<file path="src/hdl/spl_pkg.sv">
// shared types and codes of the sorted priority list
`timescale 1ns / 1ps

package spl_pkg;

	// command codes
	typedef enum logic {
		OP_INSERT = 1'b0,
		OP_REMOVE = 1'b1
	} op_t;

	// result status codes
	typedef enum logic [1:0] {
		ST_OK        = 2'd0,
		ST_FULL      = 2'd1,
		ST_NOT_FOUND = 2'd2
	} status_t;

	// back end sequencer states
	typedef enum logic {
		BK_IDLE  = 1'b0,
		BK_APPLY = 1'b1
	} bk_state_t;

	// field widths
	localparam int unsigned ID_W    = 16;
	localparam int unsigned KEY_W   = 32;
	localparam int unsigned COUNT_W = 5;

	// one command item
	typedef struct packed {
		op_t               cmd;
		logic [ID_W-1:0]   item_id;
		logic [KEY_W-1:0]  prio_key;
	} cmd_item_t;

	// one result item
	typedef struct packed {
		status_t             status;
		logic [COUNT_W-1:0]  entry_count;
		logic                head_valid;
		logic [ID_W-1:0]     head_id;
		logic [KEY_W-1:0]    head_key;
	} rsp_item_t;

	// queue head handed from front end to back end
	typedef struct packed {
		logic       valid;
		cmd_item_t  item;
	} queue_head_t;

endpackage

</file>
<file path="src/hdl/spl_front.sv">
// front end: command acceptance and two-entry command queue
`timescale 1ns / 1ps

module spl_front (
	input  logic                    clk,
	input  logic                    arst_n,
	input  logic                    cmd_valid,
	output logic                    cmd_ready,
	input  spl_pkg::cmd_item_t      cmd_data,
	output spl_pkg::queue_head_t    q_head,
	input  logic                    q_pop
);

	localparam int unsigned QDEPTH = 2;
	localparam int unsigned QCW    = $clog2(QDEPTH + 1);
	localparam int unsigned QPW    = $clog2(QDEPTH);

	spl_pkg::cmd_item_t  buf_q [QDEPTH];
	logic [QCW-1:0]      cnt_q;
	logic [QPW-1:0]      wr_ptr_q;
	logic [QPW-1:0]      rd_ptr_q;
	logic                push;
	logic                pop;

	// handshake decode
	assign cmd_ready = (cnt_q != QCW'(QDEPTH));
	assign push      = cmd_valid && cmd_ready;
	assign pop       = q_pop && q_head.valid;

	// queue head toward the back end
	assign q_head.valid = (cnt_q != '0);
	assign q_head.item  = buf_q[rd_ptr_q];

	// pointers and fill count
	always_ff @(posedge clk or negedge arst_n) begin
		if (!arst_n) begin
			cnt_q    <= '0;
			wr_ptr_q <= '0;
			rd_ptr_q <= '0;
		end else begin
			if (push) begin
				wr_ptr_q <= wr_ptr_q + QPW'(1);
			end
			if (pop) begin
				rd_ptr_q <= rd_ptr_q + QPW'(1);
			end
			if (push && !pop) begin
				cnt_q <= cnt_q + QCW'(1);
			end else if (pop && !push) begin
				cnt_q <= cnt_q - QCW'(1);
			end
		end
	end

	// queue storage
	always_ff @(posedge clk) begin
		if (push) begin
			buf_q[wr_ptr_q] <= cmd_data;
		end
	end

`ifndef SYNTHESIS
	// never more entries than slots
	assert property (@(posedge clk) disable iff (!arst_n)
		cnt_q <= QCW'(QDEPTH))
		else $error("spl_front: queue count overflow");

	// a pop only ever happens with something queued
	assert property (@(posedge clk) disable iff (!arst_n)
		q_pop |-> q_head.valid)
		else $error("spl_front: pop from empty queue");

	// read and write pointers differ by the fill count
	assert property (@(posedge clk) disable iff (!arst_n)
		QPW'(wr_ptr_q - rd_ptr_q) == QPW'(cnt_q))
		else $error("spl_front: pointer and count mismatch");
`endif

endmodule

</file>
<file path="src/hdl/spl_back.sv">
// back end: sorted cell row, two-step command sequencer and result register
`timescale 1ns / 1ps

module spl_back #(
	parameter int unsigned DEPTH = 16
) (
	input  logic                    clk,
	input  logic                    arst_n,
	input  spl_pkg::queue_head_t    q_head,
	output logic                    q_pop,
	output logic                    rsp_valid,
	input  logic                    rsp_ready,
	output spl_pkg::rsp_item_t      rsp_data
);

	localparam int unsigned CW  = $clog2(DEPTH + 1);
	localparam int unsigned EW  = CW + spl_pkg::COUNT_W;
	localparam int unsigned IDW = spl_pkg::ID_W;
	localparam int unsigned KW  = spl_pkg::KEY_W;

	// list cells
	logic [IDW-1:0]      id_q  [DEPTH];
	logic [KW-1:0]       key_q [DEPTH];
	logic [DEPTH-1:0]    vld_q;
	logic [CW-1:0]       cnt_q;

	// sequencer and compare stage
	spl_pkg::bk_state_t  state_q;
	spl_pkg::bk_state_t  state_nxt;
	spl_pkg::cmd_item_t  item_s1;
	logic [DEPTH-1:0]    gt_s1;
	logic [DEPTH-1:0]    hit_s1;
	logic                apply;

	// update terms
	logic [DEPTH-1:0]    gt_now;
	logic [DEPTH-1:0]    hit_now;
	logic [DEPTH-1:0]    ins_at;
	logic [DEPTH-1:0]    hit_low;
	logic [DEPTH-1:0]    rm_from;
	logic                full;
	logic                found;
	logic                do_ins;
	logic                do_rm;
	logic [IDW-1:0]      id_nxt  [DEPTH];
	logic [KW-1:0]       key_nxt [DEPTH];
	logic [IDW-1:0]      id_lo   [DEPTH];
	logic [KW-1:0]       key_lo  [DEPTH];
	logic [IDW-1:0]      id_hi   [DEPTH];
	logic [KW-1:0]       key_hi  [DEPTH];
	logic [DEPTH-1:0]    vld_nxt;
	logic [CW-1:0]       cnt_nxt;
	logic [EW-1:0]       cnt_wide;
	spl_pkg::status_t    status_nxt;

	// result register
	logic                rsp_valid_q;
	spl_pkg::rsp_item_t  rsp_q;

	assign rsp_valid = rsp_valid_q;
	assign rsp_data  = rsp_q;

	// per-cell compare against the queue head
	genvar g;
	generate
		for (g = 0; g < DEPTH; g++) begin : g_cmp
			assign gt_now[g]  = !vld_q[g] || (key_q[g] > q_head.item.prio_key);
			assign hit_now[g] = vld_q[g] && (id_q[g] == q_head.item.item_id);
		end
	endgenerate

	// neighbor taps for the shift in either direction
	generate
		for (g = 0; g < DEPTH; g++) begin : g_tap
			if (g == 0) begin : g_lo_edge
				assign id_lo[g]  = '0;
				assign key_lo[g] = '0;
			end else begin : g_lo
				assign id_lo[g]  = id_q[g-1];
				assign key_lo[g] = key_q[g-1];
			end
			if (g == DEPTH - 1) begin : g_hi_edge
				assign id_hi[g]  = id_q[g];
				assign key_hi[g] = key_q[g];
			end else begin : g_hi
				assign id_hi[g]  = id_q[g+1];
				assign key_hi[g] = key_q[g+1];
			end
		end
	endgenerate

	// insert point is the rising edge of the thermometer, remove span starts at first hit
	assign ins_at  = gt_s1 & ~(gt_s1 << 1);
	assign hit_low = hit_s1 & (~hit_s1 + DEPTH'(1));
	assign rm_from = ~(hit_low - DEPTH'(1));
	assign full    = vld_q[DEPTH-1];
	assign found   = (hit_s1 != '0);
	assign do_ins  = (item_s1.cmd == spl_pkg::OP_INSERT) && !full;
	assign do_rm   = (item_s1.cmd == spl_pkg::OP_REMOVE) && found;

	// next cell contents
	generate
		for (g = 0; g < DEPTH; g++) begin : g_cell
			always_comb begin
				id_nxt[g]  = id_q[g];
				key_nxt[g] = key_q[g];
				if (do_ins) begin
					if (ins_at[g]) begin
						id_nxt[g]  = item_s1.item_id;
						key_nxt[g] = item_s1.prio_key;
					end else if (gt_s1[g]) begin
						id_nxt[g]  = id_lo[g];
						key_nxt[g] = key_lo[g];
					end
				end else if (do_rm && rm_from[g]) begin
					id_nxt[g]  = id_hi[g];
					key_nxt[g] = key_hi[g];
				end
			end
		end
	endgenerate

	// occupancy, count and status
	always_comb begin
		vld_nxt    = vld_q;
		cnt_nxt    = cnt_q;
		status_nxt = spl_pkg::ST_OK;
		if (item_s1.cmd == spl_pkg::OP_INSERT) begin
			if (full) begin
				status_nxt = spl_pkg::ST_FULL;
			end else begin
				vld_nxt = {vld_q[DEPTH-2:0], 1'b1};
				cnt_nxt = cnt_q + CW'(1);
			end
		end else begin
			if (!found) begin
				status_nxt = spl_pkg::ST_NOT_FOUND;
			end else begin
				vld_nxt = vld_q >> 1;
				cnt_nxt = cnt_q - CW'(1);
			end
		end
	end

	assign cnt_wide = EW'(cnt_nxt);

	// sequencer: take one command, then apply it once the result register is free
	always_comb begin
		state_nxt = state_q;
		q_pop     = 1'b0;
		apply     = 1'b0;
		case (state_q)
			spl_pkg::BK_IDLE: begin
				if (q_head.valid) begin
					q_pop     = 1'b1;
					state_nxt = spl_pkg::BK_APPLY;
				end
			end
			spl_pkg::BK_APPLY: begin
				if (!rsp_valid_q || rsp_ready) begin
					apply     = 1'b1;
					state_nxt = spl_pkg::BK_IDLE;
				end
			end
			default: begin
				state_nxt = spl_pkg::BK_IDLE;
			end
		endcase
	end

	// control registers
	always_ff @(posedge clk or negedge arst_n) begin
		if (!arst_n) begin
			state_q     <= spl_pkg::BK_IDLE;
			vld_q       <= '0;
			cnt_q       <= '0;
			rsp_valid_q <= 1'b0;
		end else begin
			state_q <= state_nxt;
			if (apply) begin
				vld_q       <= vld_nxt;
				cnt_q       <= cnt_nxt;
				rsp_valid_q <= 1'b1;
			end else if (rsp_ready) begin
				rsp_valid_q <= 1'b0;
			end
		end
	end

	// compare stage capture
	always_ff @(posedge clk) begin
		if (q_pop) begin
			item_s1 <= q_head.item;
			gt_s1   <= gt_now;
			hit_s1  <= hit_now;
		end
	end

	// cell payload
	always_ff @(posedge clk) begin
		if (apply) begin
			for (int i = 0; i < DEPTH; i++) begin
				id_q[i]  <= id_nxt[i];
				key_q[i] <= key_nxt[i];
			end
		end
	end

	// result payload
	always_ff @(posedge clk) begin
		if (apply) begin
			rsp_q.status      <= status_nxt;
			rsp_q.entry_count <= cnt_wide[spl_pkg::COUNT_W-1:0];
			rsp_q.head_valid  <= vld_nxt[0];
			rsp_q.head_id     <= vld_nxt[0] ? id_nxt[0] : '0;
			rsp_q.head_key    <= vld_nxt[0] ? key_nxt[0] : '0;
		end
	end

`ifndef SYNTHESIS
	// count tracks the number of occupied cells
	assert property (@(posedge clk) disable iff (!arst_n)
		cnt_q == CW'($countones(vld_q)))
		else $error("spl_back: count does not match occupancy");

	// occupied cells form one run from the head
	assert property (@(posedge clk) disable iff (!arst_n)
		(vld_q & (vld_q + DEPTH'(1))) == '0)
		else $error("spl_back: gap in occupied cells");

	// a popped command is always followed by its apply step
	assert property (@(posedge clk) disable iff (!arst_n)
		q_pop |=> (state_q == spl_pkg::BK_APPLY))
		else $error("spl_back: pop without apply step");

	// the list changes only on an applied command
	assert property (@(posedge clk) disable iff (!arst_n)
		!$past(apply) |-> $stable(vld_q))
		else $error("spl_back: occupancy changed outside apply");
`endif

endmodule

</file>
<file path="src/hdl/sorted_priority_list_top.sv">
// top level of the sorted priority list
//
//  channel  signals                        direction  carries
//  cmd      cmd_valid cmd_ready cmd_data   in         insert or remove command
//  rsp      rsp_valid rsp_ready rsp_data   out        status, count and head entry
//
// in the back end each command first has its key and id compared against every
// cell, then an apply step shifts the cell row and loads the result.
// a two-entry command queue lets new commands transfer while the back end is busy.
// a stalled result holds the back end in its apply step; the queue keeps accepting
// until full. reset clears occupancy, count, queue and handshake state.
`timescale 1ns / 1ps

module sorted_priority_list_top #(
	parameter int unsigned DEPTH = 16
) (
	input  logic                  clk,
	input  logic                  arst_n,
	input  logic                  cmd_valid,
	output logic                  cmd_ready,
	input  spl_pkg::cmd_item_t    cmd_data,
	output logic                  rsp_valid,
	input  logic                  rsp_ready,
	output spl_pkg::rsp_item_t    rsp_data
);

	spl_pkg::queue_head_t  q_head;
	logic                  q_pop;

	// command intake and queue
	spl_front u_front (
		.clk       (clk),
		.arst_n    (arst_n),
		.cmd_valid (cmd_valid),
		.cmd_ready (cmd_ready),
		.cmd_data  (cmd_data),
		.q_head    (q_head),
		.q_pop     (q_pop)
	);

	// sorted list and result
	spl_back #(
		.DEPTH (DEPTH)
	) u_back (
		.clk       (clk),
		.arst_n    (arst_n),
		.q_head    (q_head),
		.q_pop     (q_pop),
		.rsp_valid (rsp_valid),
		.rsp_ready (rsp_ready),
		.rsp_data  (rsp_data)
	);

endmodule
</file>
<file path="config.mk">
export PLATFORM = sky130hd
export DESIGN_NAME = sorted_priority_list_top
export DESIGN_NICKNAME = d
export VERILOG_FILES = /design/src/hdl/spl_pkg.sv /design/src/hdl/spl_front.sv /design/src/hdl/spl_back.sv /design/src/hdl/sorted_priority_list_top.sv
export SDC_FILE = /design/constraint.sdc
export NUM_CORES = 2
export LEC_CHECK = 0
export BUFFER_PORTS_ARGS = -buffer_cell sky130_fd_sc_hd__buf_2
export CAP_MARGIN = 30
export CORE_AREA = 2 2 325 327
export DETAILED_ROUTE_END_ITERATION = 12
export DIE_AREA = 0 0 327 329
export HOLD_SLACK_MARGIN = 0.02
export PLACE_DENSITY = 0.87
export SYNTH_ARGS = -nofsm -noshare
export SYNTH_HDL_FRONTEND = slang
export SYNTH_SLANG_ARGS = --single-unit
</file>
<file path="constraint.sdc">
create_clock -name clk -period 6.2 [get_ports clk]
set_input_delay 0.62 -clock clk [delete_from_list [all_inputs] [get_ports clk]]
set_output_delay 0.62 -clock clk [all_outputs]
set_load 0.05 [all_outputs]
</file>
# Yosys cells after proc, flatten, opt, wreduce, memory -nomap -nowiden
# Memory sizes are Yosys's and may differ from the RTL's.
# Index checks and enable logic that the tools add are counted.
# totals
reg_bits	164
ram_bits	866
output_inout_bits	58
elab_cells	300
n_memories	3
# op_classes
n_addsub	8
magnitude_cmp	16
eq_ne	19
n_mux	149
bitwise	7
n_reduce_logical	79
# memory_table
memory	words	width	read_ports	rd_ports_with_merged_regs	wr	line	text
u_back.key_q	16	32	16	0	16	spl_back.sv:23	logic [KW-1:0] key_q [DEPTH];
u_back.id_q	16	16	16	0	16	spl_back.sv:22	logic [IDW-1:0] id_q [DEPTH];
u_front.buf_q	2	49	1	0	1	spl_front.sv:18	spl_pkg::cmd_item_t buf_q [QDEPTH];
# op_table
op	count
two-way mux 32 bit	63
two-way mux 16 bit	66
> comparator 32 bit	16
== test 16 bit	16
logical AND 1 bit	37
inverter 15 bit	2
zero test 1 bit	19
logical OR 1 bit	17
bitwise AND 16 bit	1
inverter 16 bit	1
nonzero test 16 bit	1
adder 15 x 1 -> 15 bit, second input constant	1
bitwise AND 15 bit	1
two-way mux 5 bit	3
subtractor 15 x 1 -> 15 bit, second input constant	1
two-way mux 1 bit	12
two-way mux 2 bit	4
!= test 2 bit, second input constant	3
nonzero test 2 bit	3
adder 5 x 1 -> 5 bit, second input constant	1
subtractor 5 x 1 -> 5 bit, second input constant	1
AND reduction 3 bit	1
adder 1 bit, second input constant	2
adder 2 x 1 -> 2 bit, second input constant	1
4 further kinds	5

# Logic depth before layout (Yosys ltp)
# logic_depth
ltp_word	8
mapped_depth	10
ltp_nobuf	7

# Modules after synthesis
# From an unflattened synthesis, not the netlist that was laid out.
# unflattened
hier_cells	5599
hier_area_um2	62302.3
# by_module_without_submodules
module	n_inst	cells_per_inst	area_per_inst_um2
spl_back	1	5428	58318.4
spl_front	1	171	3983.8

# Worst setup path before layout
# Ideal clock, no wire load.
# synth_path
kind	flip-flop to flip-flop
start	reg u_back.hit_s1[0] (netlist name)
end	mem u_back.id_q[0][100] (netlist bit), enable pin
setup_ns	0.526
arrival_time_ns	5.053
path_slack_ns	0.621
stages_incl_launch_ff	8
n_path_buf	2
period_less_slack_ns	5.579
cell_sequence	edfxtp_1 > or4_1 > buf_2 > nor4_1 > and3_1 > or3_1 > buf_2 > a211oi_1
# synth_rtl
element	line
end, declared	spl_back.sv:22

# Worst setup path after layout
# layout_path
start	reg u_front.rd_ptr_q
end	reg u_back.gt_s1[8], data pin
# layout_via
elab_chain_len	3
# layout_rtl
element	line	text
start, declared	spl_front.sv:21	logic [QPW-1:0] rd_ptr_q;
start signal, assigned	spl_front.sv:45	rd_ptr_q <= rd_ptr_q + QPW'(1);
memory read (2 x 49 bit)	--	
> comparator 32 bit	spl_back.sv:67	assign gt_now[g] = !vld_q[g] || (key_q[g] > q_head.item.prio_key);
logical OR 1 bit	spl_back.sv:67	
net u_back.gt_now[8]	spl_back.sv:36	logic [DEPTH-1:0] gt_now;
end signal, assigned	spl_back.sv:194	gt_s1 <= gt_now;
end, declared	spl_back.sv:31	logic [DEPTH-1:0] gt_s1;
# The timed path passes the listed nets, and every way through them passes these cells.
# A chain may end at the register's enable or synchronous reset.

==> key figures <==
STA
  • Final Setup Violations: 0
  • Max Clk Rate: 250 MHz
  • Final setup TNS: 0 ps
  • Clock Skews: 30.1 ps
  • Min Tclk post-route: 3990 ps
  • Worst slew pin tran: 1220 ps
  • Slew Limit Fails: 0
  • Fin. Hold Viols: 0
  • Crit share post-route: 64.4%
  • Post-route setup slack: 2210 ps
  • RSZ-0062 raised after global routing: false
  • Slew margin rel.: 18.5%

Die
  • # rows: 119
  • Die width: 327 um
  • Die area: 108,000 sq um
  • Core box area: 104,000 sq um
  • Number of top-level pins: 111
  • Initial Util: 60.4%
  • Chip height: 329 um

Yosys
  • Flops & latches, synth: 1,030
  • Count leader, synth: edfxtp_1
  • Post-synthesis simple-gate area fraction: 10.8%
  • Post-synth EDFFs: 1,003
  • Xor and xnor area share after synthesis: 3.74%
  • FFs w/ async S/R, synth: 2.62%
  • Top cells by area, synth: edfxtp_1, mux2i_1, ha_1
  • Biggest area consumer among synthesized cells: edfxtp_1
  • Synthesized area: 63,000 sq um
  • Largest family of logic cells by synthesized area: multiplexers
  • Complex-gate fraction of the synthesized area: 11.3%
  • Yosys warns: 0
  • Post-Synthesis Cells: 5,675
  • Sequential-to-total area share from yosys stat: 48.9%
  • Mux cell area share after synthesis: 12.4%
  • Top cell type's share of synthesized area: 47.8%
  • Top_reg_cell synth: edfxtp_1
  • Post-Synth Adder-Cell Area: 10.2%
  • Syn avg cell area: 11.1 sq um
  • List of most frequent post-synthesis cells: edfxtp_1, a21oi_1, nor2_1
  • Count of cell types in the netlist: 58
  • Synth Net Count: 6,243

Placement
  • Input/output buffers: 110
  • Routability congestion estimate: 0.981
  • DP HPWL: 121 mm
  • DP Cell Count: 6,915
  • Area after DPL: 65,200 sq um
  • Dpl ws: 2250 ps

Worst setup path
  • Crit-path slowest cell: dfrtp_4
  • Worst flop-to-flop path endpoint: u_back.gt_s1[8]
  • R2r setup slk: 2210 ps
  • Worst EP arrival: 4420 ps
  • CP peak stage delay: 780 ps
  • CP required: 6620 ps
  • Critical path type: register to register
  • Startpoint Class: register
  • Crit-path max FO: 28
  • Cell mode on critical path: buf_4
  • Setup crit end kind: register
  • R2R depth: 8
  • Reg-to-reg startpoint: u_front.rd_ptr_q
  • Worst-path cell chain: buf_4, mux2i_2, buf_4, ha_1, nand4_1, or4_1, nor3_1, a22oi_1

Min path
  • Hold Crit Depth: 1
  • Hold Startpoint: cmd_data[13]
  • Hold Crit Class: input pin to register
  • Hold path endpoint: u_front.buf_q[0][13]

Route
  • Router iterations before antenna repair: 8
  • Mean routed wirelength per cell: 23.8 um
  • WL final: 170 mm
  • Via/cell ratio: 6.62
  • DRC violations left: 0
  • Initial DRC Count: 6,497
  • Final ANT Viol Nets: 0
  • Via count: 47,200

Global route
  • All-layer global routing usage: 30.7%
  • Number of global-route vias before repair: 45,600
  • Antenna violations before repair: 4
  • Largest net degree at the start of global routing: 260
  • First-pass GRT wire length: 262 mm
  • Overflow after GRT: 0

Cells and area
  • Fill cells: 7,515
  • Area Growth Syn to Fin: 9.28%
  • Final Non-Filler Cells: 7,127
  • Final instance area: 68,900 sq um
  • Share of cells above drive strength 1: 9.85%
  • Nets: 6,212

Power and ir drop
  • PD cells: 614 nW/um^2
  • P_sw: 18.7 mW
  • Switch share: 44.3%
  • Clock power frac: 15.8%
  • Comb pwr share: 45.9%
  • Internal Power: 23.6 mW
  • Max IR drop VDD: 544 uV
  • Sequential share of power: 38.3%
  • Leakage: 29.0 nW

Clock network
  • Num CTS Buffers: 109
  • Clk_lat worst skew: 720 ps
  • CTS resizes: 0
  • Max clock buf depth: 3
  • Clock slew at reported path FFs: 60 ps
  • TritonCTS Sinks: 1,030
  • TritonCTS clock tree: yes
  • H-tree depth: 3
  • Clock Root Buffer: clkbuf_16

Job
  • MaxCap Viol Count: 0

Run status
  • Status: complete, no violations
[worst max path at each step]
stage	from	end	slack (ps)	cells after the start
6_report	u_front.rd_ptr_q	u_back.gt_s1[8]	2210	8
5_1_grt	u_front.rd_ptr_q	u_back.gt_s1[5]	2150	8
4_1_cts	u_front.rd_ptr_q	u_back.gt_s1[8]	2260	8
3_5_place_dp	u_front.rd_ptr_q	u_back.gt_s1[8]	2250	8
3_3_place_gp	u_front.rd_ptr_q	u_back.gt_s1[8]	2310	8
2_1_floorplan	u_back.hit_s1[0]	u_back.id_q[0][100]	620	7
[sequential cells by signal, summed over array words and instances, names as in the netlist]
register          flops
u_front.buf_q        98
u_back.id_q         256
u_back.vld_q         16
u_back.state_q        1
u_back.item_s1       49
u_back.rsp_valid      1
u_front.rd_ptr_q      1
u_back.rsp_data      56
u_back.hit_s1        16
u_back.gt_s1         16
u_back.cnt_q          5
u_back.key_q        512
u_front.wr_ptr_q      1
u_front.cnt_q         2
[per-layer routing]
metal / track usage [%] / up-vias / share of wire (%)
li1: - / 21300 / -
met1: 44.3 / 22400 / 41
met2: 46.2 / 3052 / 43
met3: 4.55 / 459 / 11
met4: 14.0 / 4 / 4.7
met5: 0 / - / 0.014
[what timing repair did]
item	in CTS	in global routing
hold buffers	1	0
endpoints found under the hold margin	27	0
buffers inserted	0	0
[critical path: cells and delay by family, from the launching register on]
family                   cells  cell delay, ps
AND/OR/NAND/NOR              3            1320
AO/OA/AOI/OAI                1             130
adder cells (fa/ha/maj)      1             190
flip-flops                   1             780
buffers and inverters        2             980
multiplexers                 1             300
[power by group through the flow]
stage	Sequential [mW]	Clock, mW	Combinational, mW
2_1_floorplan	15.0	0	13.6
3_3_place_gp	15.9	0	17.7
3_5_place_dp	16.0	0	18.7
4_1_cts	15.9	6.70	19.0
5_1_grt	16.4	6.96	21.2
6_report	16.2	6.68	19.4
[cell type report]
| class | count | area, sq um | area share, % |
|---|---|---|---|
| Multi-Input combinational cell | 4199 | 30900 | 44.8 |
| Sequential cell | 1030 | 30800 | 44.7 |
| Clock buffer | 131 | 2900 | 4.21 |
| Tap cell | 1391 | 1740 | 2.53 |
| Timing Repair Buffer | 218 | 1520 | 2.21 |
| Clock inverter | 70 | 697 | 1.01 |
| Inverter | 86 | 327 | 0.474 |
| Antenna cell | 2 | 5.00 | 0.00727 |
[per-stage QoR]
step                utilization [%]  hold slack (ps)  total power [mW]
floorplan                         -              324              28.6
global placement               62.3              479              33.6
detailed placement             62.4              496              34.7
CTS                            65.9             77.9              41.6
global route                   66.0             82.8              44.6
finish                         66.0              112              42.3
[kinds of logic (layout without fill, tap and decap cells)]
kind of cell / Yosys count / in the layout
AND/OR/NAND/NOR: 1465 / 1465
XOR/XNOR: 269 / 269
buffers and inverters: 446 / 505
AO/OA/AOI/OAI: 1182 / 1182
adder cells (fa/ha/maj): 515 / 515
flip-flops: 1030 / 1030
other: 0 / 2
multiplexers: 768 / 768
[placed cells by master, fill, tap and decap left out, types with 13 or more instances in the layout]
| master | netlist | layout |
|---|---|---|
| buf_4 | 5 | 91 |
| edfxtp_1 | 1003 | 1003 |
| xnor2_1 | 95 | 95 |
| nand2b_2 | 0 | 14 |
| a211oi_1 | 72 | 69 |
| xor2_1 | 174 | 174 |
| nand2_1 | 131 | 129 |
| nand3_1 | 65 | 65 |
| nand2b_1 | 29 | 15 |
| a21o_1 | 38 | 38 |
| dfrtp_1 | 27 | 26 |
| clkbuf_16 | 0 | 111 |
| o211ai_1 | 20 | 20 |
| nor3_1 | 86 | 83 |
| clkbuf_1 | 272 | 15 |
| a221o_1 | 38 | 38 |
| and4_1 | 32 | 32 |
| o21ai_0 | 32 | 32 |
| a21boi_0 | 14 | 14 |
| clkinv_1 | 2 | 22 |
| nand4_1 | 134 | 134 |
| nor2_1 | 783 | 777 |
| and3_1 | 65 | 63 |
| a211oi_2 | 43 | 43 |
| ha_1 | 515 | 515 |
| mux2_2 | 49 | 49 |
| nor4_1 | 49 | 49 |
| mux2i_2 | 15 | 40 |
| bufinv_16 | 0 | 13 |
| nor2b_1 | 75 | 74 |
| mux2i_1 | 704 | 672 |
| a21oi_1 | 832 | 829 |
| inv_1 | 84 | 83 |
| clkinv_2 | 0 | 26 |
| buf_2 | 29 | 111 |
No activity file was read; power rests on OpenSTA's default activity.
